File: src/rtl/gtg_pkg.sv
`default_nettype none
// ----------------------------------------------------------------------------
// gtg_pkg
// Types, constants and tables shared by the go-to-goal velocity controller.
// ----------------------------------------------------------------------------
package gtg_pkg;

  localparam int CORDIC_STEPS = 16;
  localparam int CNT_W = $clog2(CORDIC_STEPS);

  localparam int CW = 28;
  localparam int ZW = 24;
  localparam int DW = 27;
  localparam int EW = 25;
  localparam int PW = 35;
  localparam int AW = 36;
  localparam int UW = 22;
  localparam int QW = 19;
  localparam int RECIP_SH = 27;

  localparam logic signed [ZW-1:0] HALF_PI_Q20 = 24'sd1647099;
  localparam logic signed [EW-1:0] PI_Q20 = 25'sd3294199;
  localparam logic signed [EW-1:0] TWO_PI_Q20 = 25'sd6588398;
  localparam logic signed [EW-1:0] ERR_LIMIT = 25'sd209715;
  localparam logic signed [DW-1:0] DIST_LIMIT = 27'sd52428;
  localparam logic signed [16:0] INV_GAIN = 17'sd39797;
  localparam logic [22:0] RECIP_M = 23'd5368710;
  localparam logic [AW-1:0] DIV_OFF = 36'd262150;
  localparam logic signed [QW-1:0] Q_OFF = 19'sd10486;

  localparam logic [2:0] MODE_TICK = 3'd0;
  localparam logic [2:0] MODE_POSE = 3'd1;
  localparam logic [2:0] MODE_CIRCLE = 3'd2;
  localparam logic [2:0] MODE_TARGET = 3'd3;
  localparam logic [2:0] MODE_STOP = 3'd4;

  localparam logic [1:0] REG_TARGET_X = 2'd0;
  localparam logic [1:0] REG_TARGET_Y = 2'd1;
  localparam logic [1:0] REG_SPEED = 2'd2;

  typedef struct packed {
    logic [2:0]         mode;
    logic signed [15:0] pose_x;
    logic signed [15:0] pose_y;
    logic signed [15:0] pose_theta;
  } in_item_t;

  typedef struct packed {
    logic signed [15:0] linear_vel;
    logic signed [15:0] angular_vel;
    logic               reached;
  } out_item_t;

  typedef enum logic [1:0] {
    RUN_IDLE,
    RUN_CIRCLE,
    RUN_TARGET
  } run_mode_e;

  typedef enum logic [2:0] {
    ST_IDLE,
    ST_CORDIC,
    ST_DIST,
    ST_MUL,
    ST_SCALE,
    ST_RECIP,
    ST_DONE
  } ctl_state_e;

  typedef enum logic [3:0] {
    OP_NONE,
    OP_POSE,
    OP_START,
    OP_ITER,
    OP_DIST,
    OP_MUL,
    OP_CIRCLE,
    OP_SCALE,
    OP_RECIP,
    OP_OUT,
    OP_STOP
  } dp_op_e;

  typedef enum logic [1:0] {
    BR_TURN,
    BR_DRIVE,
    BR_REACH,
    BR_CIRCLE
  } branch_e;

  typedef struct packed {
    dp_op_e op;
  } dp_cmd_t;

  typedef struct packed {
    logic zero_vec;
    logic last_iter;
    logic reach;
  } dp_stat_t;

  function automatic logic signed [ZW-1:0] atan_q20(input logic [4:0] idx);
    logic signed [ZW-1:0] v;
    case (idx)
      5'd0:  v = 24'sd823550;
      5'd1:  v = 24'sd486170;
      5'd2:  v = 24'sd256879;
      5'd3:  v = 24'sd130396;
      5'd4:  v = 24'sd65451;
      5'd5:  v = 24'sd32757;
      5'd6:  v = 24'sd16383;
      5'd7:  v = 24'sd8192;
      5'd8:  v = 24'sd4096;
      5'd9:  v = 24'sd2048;
      5'd10: v = 24'sd1024;
      5'd11: v = 24'sd512;
      5'd12: v = 24'sd256;
      5'd13: v = 24'sd128;
      5'd14: v = 24'sd64;
      5'd15: v = 24'sd32;
      5'd16: v = 24'sd16;
      5'd17: v = 24'sd8;
      5'd18: v = 24'sd4;
      5'd19: v = 24'sd2;
      5'd20: v = 24'sd1;
      default: v = '0;
    endcase
    return v;
  endfunction

endpackage
`default_nettype wire

File: src/rtl/gtg_datapath.sv
`default_nettype none
// ----------------------------------------------------------------------------
// gtg_datapath
// Pose and settings registers, iterative vectoring CORDIC, error and
// distance arithmetic, scaling with rounding division and output register.
// ----------------------------------------------------------------------------
module gtg_datapath
  import gtg_pkg::*;
(
  input  wire logic       clk_i,
  input  wire logic       rst_ni,
  input  wire logic       cfg_we_i,
  input  wire logic [1:0] cfg_index_i,
  input  wire logic [6:0] cfg_data_i,
  input  wire in_item_t   in_item_i,
  input  wire dp_cmd_t    cmd_i,
  output dp_stat_t        stat_o,
  output out_item_t       out_item_o
);

  logic [3:0] tgt_x_q, tgt_y_q;
  logic [6:0] spd_q;
  logic signed [15:0] cur_x_q, cur_y_q, cur_hd_q;

  logic signed [CW-1:0] x_q, x_d, y_q, y_d;
  logic signed [ZW-1:0] z_q, z_d;
  logic [CNT_W-1:0] cnt_q, cnt_d;
  logic signed [DW-1:0] d_q, d_d;
  logic signed [EW-1:0] err_q, err_d;
  logic signed [PW-1:0] prod_q, prod_d;
  branch_e sel_q, sel_d;
  logic [UW-1:0] u_q, u_d;
  logic signed [QW-1:0] q_q, q_d;
  out_item_t out_q, out_d;

  logic signed [17:0] dx, dy;
  logic signed [CW-1:0] x0, y0, xs, ys;
  logic signed [CW+16:0] mag_prod;
  logic signed [EW-1:0] err_raw;
  logic turn, drive;
  logic signed [PW-1:0] mul_a, spd_x;
  logic signed [AW-1:0] prod_x, a_val, a_sh;
  logic [UW+22:0] r_prod;

  function automatic logic signed [15:0] sat16(input logic signed [QW-1:0] v);
    logic signed [15:0] r;
    if (v > QW'(32767)) begin
      r = 16'sh7fff;
    end else if (v < -QW'(32768)) begin
      r = 16'sh8000;
    end else begin
      r = v[15:0];
    end
    return r;
  endfunction

  always_ff @(posedge clk_i or negedge rst_ni) begin
    if (!rst_ni) begin
      tgt_x_q  <= '0;
      tgt_y_q  <= '0;
      spd_q    <= 7'd50;
      cur_x_q  <= '0;
      cur_y_q  <= '0;
      cur_hd_q <= '0;
    end else begin
      if (cfg_we_i) begin
        case (cfg_index_i)
          REG_TARGET_X: tgt_x_q <= cfg_data_i[3:0];
          REG_TARGET_Y: tgt_y_q <= cfg_data_i[3:0];
          REG_SPEED:    spd_q   <= cfg_data_i;
          default: ;
        endcase
      end
      if (cmd_i.op == OP_POSE) begin
        cur_x_q  <= in_item_i.pose_x;
        cur_y_q  <= in_item_i.pose_y;
        cur_hd_q <= in_item_i.pose_theta;
      end
    end
  end

  assign dx = $signed({3'b000, tgt_x_q, 11'b0}) - $signed({{2{cur_x_q[15]}}, cur_x_q});
  assign dy = $signed({3'b000, tgt_y_q, 11'b0}) - $signed({{2{cur_y_q[15]}}, cur_y_q});
  assign x0 = {{(CW-26){dx[17]}}, dx, 8'b0};
  assign y0 = {{(CW-26){dy[17]}}, dy, 8'b0};
  assign xs = x_q >>> cnt_q;
  assign ys = y_q >>> cnt_q;
  assign mag_prod = x_q * INV_GAIN;
  assign err_raw = {z_q[ZW-1], z_q} - $signed({{2{cur_hd_q[15]}}, cur_hd_q, 7'b0});
  assign turn = (err_q > ERR_LIMIT) || (err_q < -ERR_LIMIT);
  assign drive = d_q > DIST_LIMIT;
  assign spd_x = $signed({{(PW-7){1'b0}}, spd_q});
  assign mul_a = turn ? {{(PW-EW){err_q[EW-1]}}, err_q} : {{(PW-DW){d_q[DW-1]}}, d_q};
  assign prod_x = {{(AW-PW){prod_q[PW-1]}}, prod_q};
  assign r_prod = u_q * RECIP_M;

  always_comb begin
    case (sel_q)
      BR_TURN: begin
        a_val = (prod_x <<< 2) + (prod_x <<< 1) + AW'(204800);
        a_sh  = a_val >>> 14;
      end
      BR_DRIVE: begin
        a_val = (prod_x <<< 1) + AW'(102400);
        a_sh  = a_val >>> 13;
      end
      default: begin
        a_val = (prod_x <<< 1) + AW'(25);
        a_sh  = a_val >>> 1;
      end
    endcase
  end

  always_comb begin
    x_d   = x_q;
    y_d   = y_q;
    z_d   = z_q;
    cnt_d = cnt_q;
    d_d   = d_q;
    err_d = err_q;
    prod_d = prod_q;
    sel_d = sel_q;
    u_d   = u_q;
    q_d   = q_q;
    out_d = out_q;
    case (cmd_i.op)
      OP_START: begin
        cnt_d = '0;
        if (dx == '0 && dy == '0) begin
          x_d = '0;
          y_d = '0;
          z_d = '0;
        end else if (x0 < 0) begin
          if (y0 >= 0) begin
            x_d = y0;
            y_d = -x0;
            z_d = HALF_PI_Q20;
          end else begin
            x_d = -y0;
            y_d = x0;
            z_d = -HALF_PI_Q20;
          end
        end else begin
          x_d = x0;
          y_d = y0;
          z_d = '0;
        end
      end
      OP_ITER: begin
        cnt_d = cnt_q + 1'b1;
        if (y_q > 0) begin
          x_d = x_q + ys;
          y_d = y_q - xs;
          z_d = z_q + atan_q20(5'(cnt_q));
        end else begin
          x_d = x_q - ys;
          y_d = y_q + xs;
          z_d = z_q - atan_q20(5'(cnt_q));
        end
      end
      OP_DIST: begin
        d_d = mag_prod[DW+15:16];
        if (err_raw > PI_Q20) begin
          err_d = err_raw - TWO_PI_Q20;
        end else if (err_raw <= -PI_Q20) begin
          err_d = err_raw + TWO_PI_Q20;
        end else begin
          err_d = err_raw;
        end
      end
      OP_MUL: begin
        prod_d = mul_a * spd_x;
        if (turn) begin
          sel_d = BR_TURN;
        end else if (drive) begin
          sel_d = BR_DRIVE;
        end else begin
          sel_d = BR_REACH;
        end
      end
      OP_CIRCLE: begin
        prod_d = $signed({{(PW-15){1'b0}}, spd_q, 8'b0});
        sel_d  = BR_CIRCLE;
      end
      OP_SCALE: begin
        u_d = UW'(a_sh + $signed(DIV_OFF));
      end
      OP_RECIP: begin
        q_d = $signed({1'b0, r_prod[RECIP_SH+QW-2:RECIP_SH]}) - Q_OFF;
      end
      OP_OUT: begin
        case (sel_q)
          BR_TURN: begin
            out_d.linear_vel  = '0;
            out_d.angular_vel = sat16(q_q);
            out_d.reached     = 1'b0;
          end
          BR_DRIVE: begin
            out_d.linear_vel  = sat16(q_q);
            out_d.angular_vel = '0;
            out_d.reached     = 1'b0;
          end
          BR_CIRCLE: begin
            out_d.linear_vel  = sat16(q_q);
            out_d.angular_vel = sat16(q_q);
            out_d.reached     = 1'b0;
          end
          default: begin
            out_d.linear_vel  = '0;
            out_d.angular_vel = '0;
            out_d.reached     = 1'b1;
          end
        endcase
      end
      OP_STOP: begin
        out_d = '0;
      end
      default: ;
    endcase
  end

  always_ff @(posedge clk_i) begin
    x_q    <= x_d;
    y_q    <= y_d;
    z_q    <= z_d;
    cnt_q  <= cnt_d;
    d_q    <= d_d;
    err_q  <= err_d;
    prod_q <= prod_d;
    sel_q  <= sel_d;
    u_q    <= u_d;
    q_q    <= q_d;
    out_q  <= out_d;
  end

  assign stat_o.zero_vec  = (dx == '0) && (dy == '0);
  assign stat_o.last_iter = cnt_q == CNT_W'(CORDIC_STEPS - 1);
  assign stat_o.reach     = !turn && !drive;
  assign out_item_o       = out_q;

endmodule
`default_nettype wire

File: src/rtl/gtg_controller.sv
`default_nettype none
// ----------------------------------------------------------------------------
// gtg_controller
// Sequencer: decodes events, tracks run mode, steps the datapath and
// handles the input and output handshakes.
// ----------------------------------------------------------------------------
module gtg_controller
  import gtg_pkg::*;
(
  input  wire logic     clk_i,
  input  wire logic     rst_ni,
  input  wire logic     in_valid_i,
  input  wire logic [2:0] in_mode_i,
  output logic          in_stall_o,
  output logic          out_valid_o,
  input  wire logic     out_stall_i,
  input  wire dp_stat_t stat_i,
  output dp_cmd_t       cmd_o
);

  ctl_state_e state_q, state_d;
  run_mode_e run_q, run_d;
  logic out_valid_q, out_valid_d;
  logic accept, out_load;

  assign in_stall_o = (state_q != ST_IDLE) || (out_valid_q && out_stall_i);
  assign accept = in_valid_i && !in_stall_o;

  always_comb begin
    state_d = state_q;
    case (state_q)
      ST_IDLE: begin
        if (accept && in_mode_i == MODE_TICK) begin
          if (run_q == RUN_CIRCLE) begin
            state_d = ST_SCALE;
          end else if (run_q == RUN_TARGET) begin
            state_d = stat_i.zero_vec ? ST_DIST : ST_CORDIC;
          end
        end
      end
      ST_CORDIC: if (stat_i.last_iter) state_d = ST_DIST;
      ST_DIST:   state_d = ST_MUL;
      ST_MUL:    state_d = stat_i.reach ? ST_DONE : ST_SCALE;
      ST_SCALE:  state_d = ST_RECIP;
      ST_RECIP:  state_d = ST_DONE;
      ST_DONE:   state_d = ST_IDLE;
      default:   state_d = ST_IDLE;
    endcase
  end

  always_comb begin
    cmd_o.op = OP_NONE;
    run_d    = run_q;
    out_load = 1'b0;
    case (state_q)
      ST_IDLE: begin
        if (accept) begin
          case (in_mode_i)
            MODE_POSE:   cmd_o.op = OP_POSE;
            MODE_CIRCLE: run_d = RUN_CIRCLE;
            MODE_TARGET: run_d = RUN_TARGET;
            MODE_STOP: begin
              run_d    = RUN_IDLE;
              cmd_o.op = OP_STOP;
              out_load = 1'b1;
            end
            MODE_TICK: begin
              if (run_q == RUN_CIRCLE) begin
                cmd_o.op = OP_CIRCLE;
              end else if (run_q == RUN_TARGET) begin
                cmd_o.op = OP_START;
              end
            end
            default: ;
          endcase
        end
      end
      ST_CORDIC: cmd_o.op = OP_ITER;
      ST_DIST:   cmd_o.op = OP_DIST;
      ST_MUL: begin
        cmd_o.op = OP_MUL;
        if (stat_i.reach) run_d = RUN_IDLE;
      end
      ST_SCALE: cmd_o.op = OP_SCALE;
      ST_RECIP: cmd_o.op = OP_RECIP;
      ST_DONE: begin
        cmd_o.op = OP_OUT;
        out_load = 1'b1;
      end
      default: ;
    endcase
  end

  always_comb begin
    out_valid_d = out_valid_q && out_stall_i;
    if (out_load) out_valid_d = 1'b1;
  end

  always_ff @(posedge clk_i or negedge rst_ni) begin
    if (!rst_ni) begin
      state_q     <= ST_IDLE;
      run_q       <= RUN_IDLE;
      out_valid_q <= 1'b0;
    end else begin
      state_q     <= state_d;
      run_q       <= run_d;
      out_valid_q <= out_valid_d;
    end
  end

  assign out_valid_o = out_valid_q;

endmodule
`default_nettype wire

File: src/rtl/go_to_goal_velocity_controller_top.sv
`default_nettype none
// ----------------------------------------------------------------------------
// go_to_goal_velocity_controller_top
// Drive-command generator for a unicycle robot: circle, go-to-target, stop.
// ----------------------------------------------------------------------------
// Items: target ticks, circle ticks and stops produce a result item; other
// events produce no item. No new event is taken while one is in progress or
// while a held output item is stalled.
// Reset: run mode idle, pose zero, targets zero, speed setting 50.
// ----------------------------------------------------------------------------
module go_to_goal_velocity_controller_top
  import gtg_pkg::*;
(
  input  wire logic       clk_i,
  input  wire logic       rst_ni,
  input  wire logic       cfg_valid_i,
  output logic            cfg_ready_o,
  input  wire logic [1:0] cfg_index_i,
  input  wire logic [6:0] cfg_data_i,
  input  wire logic       in_valid_i,
  output logic            in_stall_o,
  input  wire in_item_t   in_item_i,
  output logic            out_valid_o,
  input  wire logic       out_stall_i,
  output out_item_t       out_item_o
);

  dp_cmd_t  cmd;
  dp_stat_t stat;

  assign cfg_ready_o = 1'b1;

  gtg_controller u_ctl (
    .clk_i       (clk_i),
    .rst_ni      (rst_ni),
    .in_valid_i  (in_valid_i),
    .in_mode_i   (in_item_i.mode),
    .in_stall_o  (in_stall_o),
    .out_valid_o (out_valid_o),
    .out_stall_i (out_stall_i),
    .stat_i      (stat),
    .cmd_o       (cmd)
  );

  gtg_datapath u_dp (
    .clk_i       (clk_i),
    .rst_ni      (rst_ni),
    .cfg_we_i    (cfg_valid_i && cfg_ready_o),
    .cfg_index_i (cfg_index_i),
    .cfg_data_i  (cfg_data_i),
    .in_item_i   (in_item_i),
    .cmd_i       (cmd),
    .stat_o      (stat),
    .out_item_o  (out_item_o)
  );

endmodule
`default_nettype wire

File: config.mk
export PLATFORM = sky130hd
export DESIGN_NAME = go_to_goal_velocity_controller_top
export DESIGN_NICKNAME = d
export VERILOG_FILES = /design/src/rtl/gtg_pkg.sv /design/src/rtl/gtg_datapath.sv /design/src/rtl/gtg_controller.sv /design/src/rtl/go_to_goal_velocity_controller_top.sv
export SDC_FILE = /design/constraint.sdc
export NUM_CORES = 2
export LEC_CHECK = 0
export ABC_AREA = 0
export BUFFER_PORTS_ARGS = -buffer_cell sky130_fd_sc_hd__buf_2
export CAP_MARGIN = 20
export CORE_ASPECT_RATIO = 0.7
export CORE_UTILIZATION = 50
export CTS_CLUSTER_SIZE = 20
export DETAILED_ROUTE_END_ITERATION = 8
export PLACE_DENSITY = 0.66
export SLEW_MARGIN = 25
export SYNTH_ARGS = -nofsm -noshare
export SYNTH_HDL_FRONTEND = slang
export SYNTH_SLANG_ARGS = --single-unit
File: constraint.sdc
create_clock -name clk_i -period 18.8 [get_ports clk_i]
set_input_delay 4.7 -clock clk_i [delete_from_list [all_inputs] [get_ports clk_i]]
set_output_delay 4.7 -clock clk_i [all_outputs]
set_load 0.05 [all_outputs]
==> flow_metrics.tcl <==
set metrics [dict create \
    outcome "finished, final reports clean" \
    dr.pass1.iters 6 \
    fin_skew_ns 0.0383 \
    hold_depth 1 \
    nets 6764 \
    ys_seq_area_frac 0.184 \
    synth_cells 5441 \
    crit_top_cell "buf_2" \
    slew_viol_final 0 \
    ys.flop_type "edfxtp_1" \
    worstPathMaxFanout 3 \
    slowest_stage "a2111oi_1" \
    start_util 0.506 \
    yosysTopAreaCell "fa_1" \
    synth_fp_nets 6734 \
    synth.top_cell.area_share 0.208 \
    die_x_um 387 \
    tightest_slew_ns 1.07 \
    slew_headroom 0.285 \
    synth_cell_types 96 \
    hold_end "u_dp.cur_hd_q[11]$_DFFE_PN0N_" \
    required_ns 14.10 \
    tns_ns 0 \
    fin_crit_ns 10.33 \
    worstReg2RegEnd "u_dp.prod_q[32]$_SDFFCE_PP0P_" \
    antenna_found_initial 4 \
    grt_pass1_wl_um 213000 \
    final_layout_size_suffix_gt1_frac 0.0743 \
    crit_type "in -> out" \
    ys_seq_elements 336 \
    fill_cells 9292 \
    pin_count 101 \
    grtUsageTotal 0.254 \
    gp_congestion 0.961 \
    drc 0 \
    wl_per_cell_um 19.3 \
    synthTopCellsByCount "979 x inv_1, 689 x ha_1, 539 x fa_1, 312 x nor2_1, 274 x a21oi_1" \
    clk_latency_ns 0.62 \
    reg2reg_depth 29 \
    seqCellArea_um2 9550 \
    cts_sinks 336 \
    grt.overflow.total 0 \
    die_h_um 272 \
    min_from "u_dp.cur_hd_q[11]$_DFFE_PN0N_" \
    crit_family "compound AO/OA/AOI/OAI gates" \
    yosysMostFrequentCell "inv_1" \
    hold_viol 0 \
    path_clk_slew_ns 0.06 \
    syn-mean-instance-area_um2 9.54 \
    cp.arrival_ns 5.63 \
    dieArea_um2 105000 \
    maxCapViolations 0 \
    cp_num_buf_inv 3 \
    htreeDepth 2 \
    synth_top_family_by_area "adder cells" \
    synth-compound-area-share 0.116 \
    synthArstFlopShare 0.205 \
    worstSetupEndpointType "output port" \
    synth_edf_count 247 \
    fmaxAchievable_ghz 0.0968 \
    grt_max_degree 67 \
    final-setup-viol-count 0 \
    cts_tree "built" \
    period_share 0.550 \
    port_buffers 99 \
    syn-cell-area_um2 51900 \
    postCtsHoldBufs 0 \
    rsz0062_at_grt "false" \
    min_path_type "reg -> reg" \
    clockBufferDepth 3 \
    critPathMaxStageDelay_ns 0.52 \
    viasPerCell 5.71 \
    grt_pass1_vias 38400 \
    vias 39100 \
    initialDrtViolationCount 3457 \
    synth_xor_area_frac 0.0651 \
    synthMuxAreaShare 0.0614 \
    crit_chain "buf_2 -> a2111oi_1 -> inv_1 -> buf_2" \
    detail-route-antenna-nets 0 \
    routed_wl_um 132000 \
    rr_startpoint "u_dp.err_q[3]$_DFFE_PN_" \
    synthAdderAreaFrac 0.374 \
    syn2layout_area_growth_pct 6.23 \
    place_hpwl_um 108000 \
    root_buffer "clkbuf_16" \
    cts_buffers 39 \
    synth-warning-count 0 \
    multi_input_area_um2 38100 \
    yosys-top-cells-area "fa_1 21%, ha_1 17%, edfxtp_1 14%, inv_1 7.1%, xnor2_1 4.0%" \
    fp.coreArea_um2 103000 \
    yosys.area_share.simple 0.116 \
    row_count 98 \
    postCtsSetupBuffers 0 \
    worstSetupStartpointType "primary input" \
    reg2reg_slack_ns 10.29 \
    post_cts_resize_count 0 \
]
## per-layer routing
layer | track usage | vias up | wire, µm | share of wire
met2 | 0.347 | 1355 | 51200 | 0.39
met3 | 0.0650 | 116 | 13400 | 0.10
met1 | 0.401 | 19200 | 65300 | 0.49
met4 | 0.0462 | 0 | 2220 | 0.017
li1 | - | 18400 | - | -
met5 | 0 | - | 0 | 0
## layout by cell type (no fill, tap or decap), types with 30 or more instances in the layout
cell type / synthesis / layout
inv_1: 979 / 978
ha_1: 689 / 689
fa_1: 539 / 539
nor2_1: 312 / 310
a21oi_1: 274 / 273
nand2_1: 253 / 252
edfxtp_1: 247 / 247
xnor2_1: 240 / 240
o21ai_0: 196 / 196
nor2b_1: 176 / 176
xor2_1: 146 / 146
a21o_1: 117 / 117
mux2_2: 102 / 102
buf_2: 13 / 99
nor3_1: 77 / 75
nand3_1: 71 / 71
dfrtp_1: 66 / 66
mux2i_1: 58 / 58
nand2b_1: 55 / 55
and2_1: 51 / 51
a31oi_1: 44 / 43
clkbuf_16: 0 / 42
and3_1: 41 / 41
o22ai_1: 39 / 39
o21bai_1: 35 / 35
mux4_2: 35 / 35
or3_1: 33 / 33
buf_4: 5 / 33
nand4_1: 30 / 30
## flip-flops by register name, summed over array words and instances, names as in the netlist, 7 cells and up, named ones only
signal and flops:
u_dp.prod_q 35, u_dp.err_q 25, u_dp.y_q 28, u_dp.d_q 27
u_dp.cur_hd_q 16, u_dp.cur_x_q 16, u_dp.z_q 24, u_dp.q_q 19
u_dp.cur_y_q 16, u_dp.out_item_o 33, u_dp.spd_q 7, u_dp.x_q 28
u_dp.u_q 22
## worst reg2reg max path, delay by kind of cell (launching register included)
| family | cells | cell delay [ns] |
|---|---|---|
| simple gates | 6 | 0.74 |
| fa+ha+maj | 5 | 2.41 |
| buf+inv | 3 | 0.33 |
| mux | 1 | 0.67 |
| compound gates | 13 | 3.53 |
| flops | 1 | 0.45 |
| xor+xnor | 1 | 0.13 |
## metrics by stage
| stage | std cells | hold WS [ns] | setup WS, ns | instance area (µm²) | utilization |
|---|---|---|---|---|---|
| after CTS | 6850 | 0.509 | 8.47 | 55100 | 0.537 |
| after floorplan | 5441 | 0.479 | 8.47 | 51900 | - |
| after global routing | 6852 | 0.523 | 8.31 | 55100 | 0.538 |
| after global placement | 6778 | 0.489 | 8.38 | 53800 | 0.524 |
| after detailed placement | 6778 | 0.496 | 8.47 | 53800 | 0.524 |
| final | 6855 | 0.504 | 8.47 | 55100 | 0.538 |
## final cells by class
| type | count | area share |
|---|---|---|
| inverter | 979 | 0.0667 |
| timing repair buffer | 133 | 0.0140 |
| tap | 1350 | 0.0306 |
| clock inverter | 26 | 0.00449 |
| antenna | 3 | 0.000136 |
| sequential | 336 | 0.173 |
| clock buffer | 46 | 0.0195 |
| multi-input combinational | 3982 | 0.691 |
## kinds of logic after synthesis
| family | count (synthesis) |
|---|---|
| other | 1 |
| buffers and inverters | 1123 |
| muxes | 224 |
| adders and majority gates | 1228 |
| xor gates and xnor gates | 386 |
| and+or+nand+nor | 1195 |
| DFF | 336 |
| AOI/OAI and AO/OA | 948 |
## worst max-delay path by stage
stage	startpoint	to	depth (start not counted)
2_1_floorplan	out_stall_i	in_stall_o	2
3_3_place_gp	out_stall_i	in_stall_o	4
3_5_place_dp	out_stall_i	in_stall_o	4
4_1_cts	out_stall_i	in_stall_o	4
5_1_grt	out_stall_i	in_stall_o	4
6_report	out_stall_i	in_stall_o	4
Power is left out: the tool's default activity adds up to more than one toggle a clock period on the data nets, which glitch-free logic cannot reach.
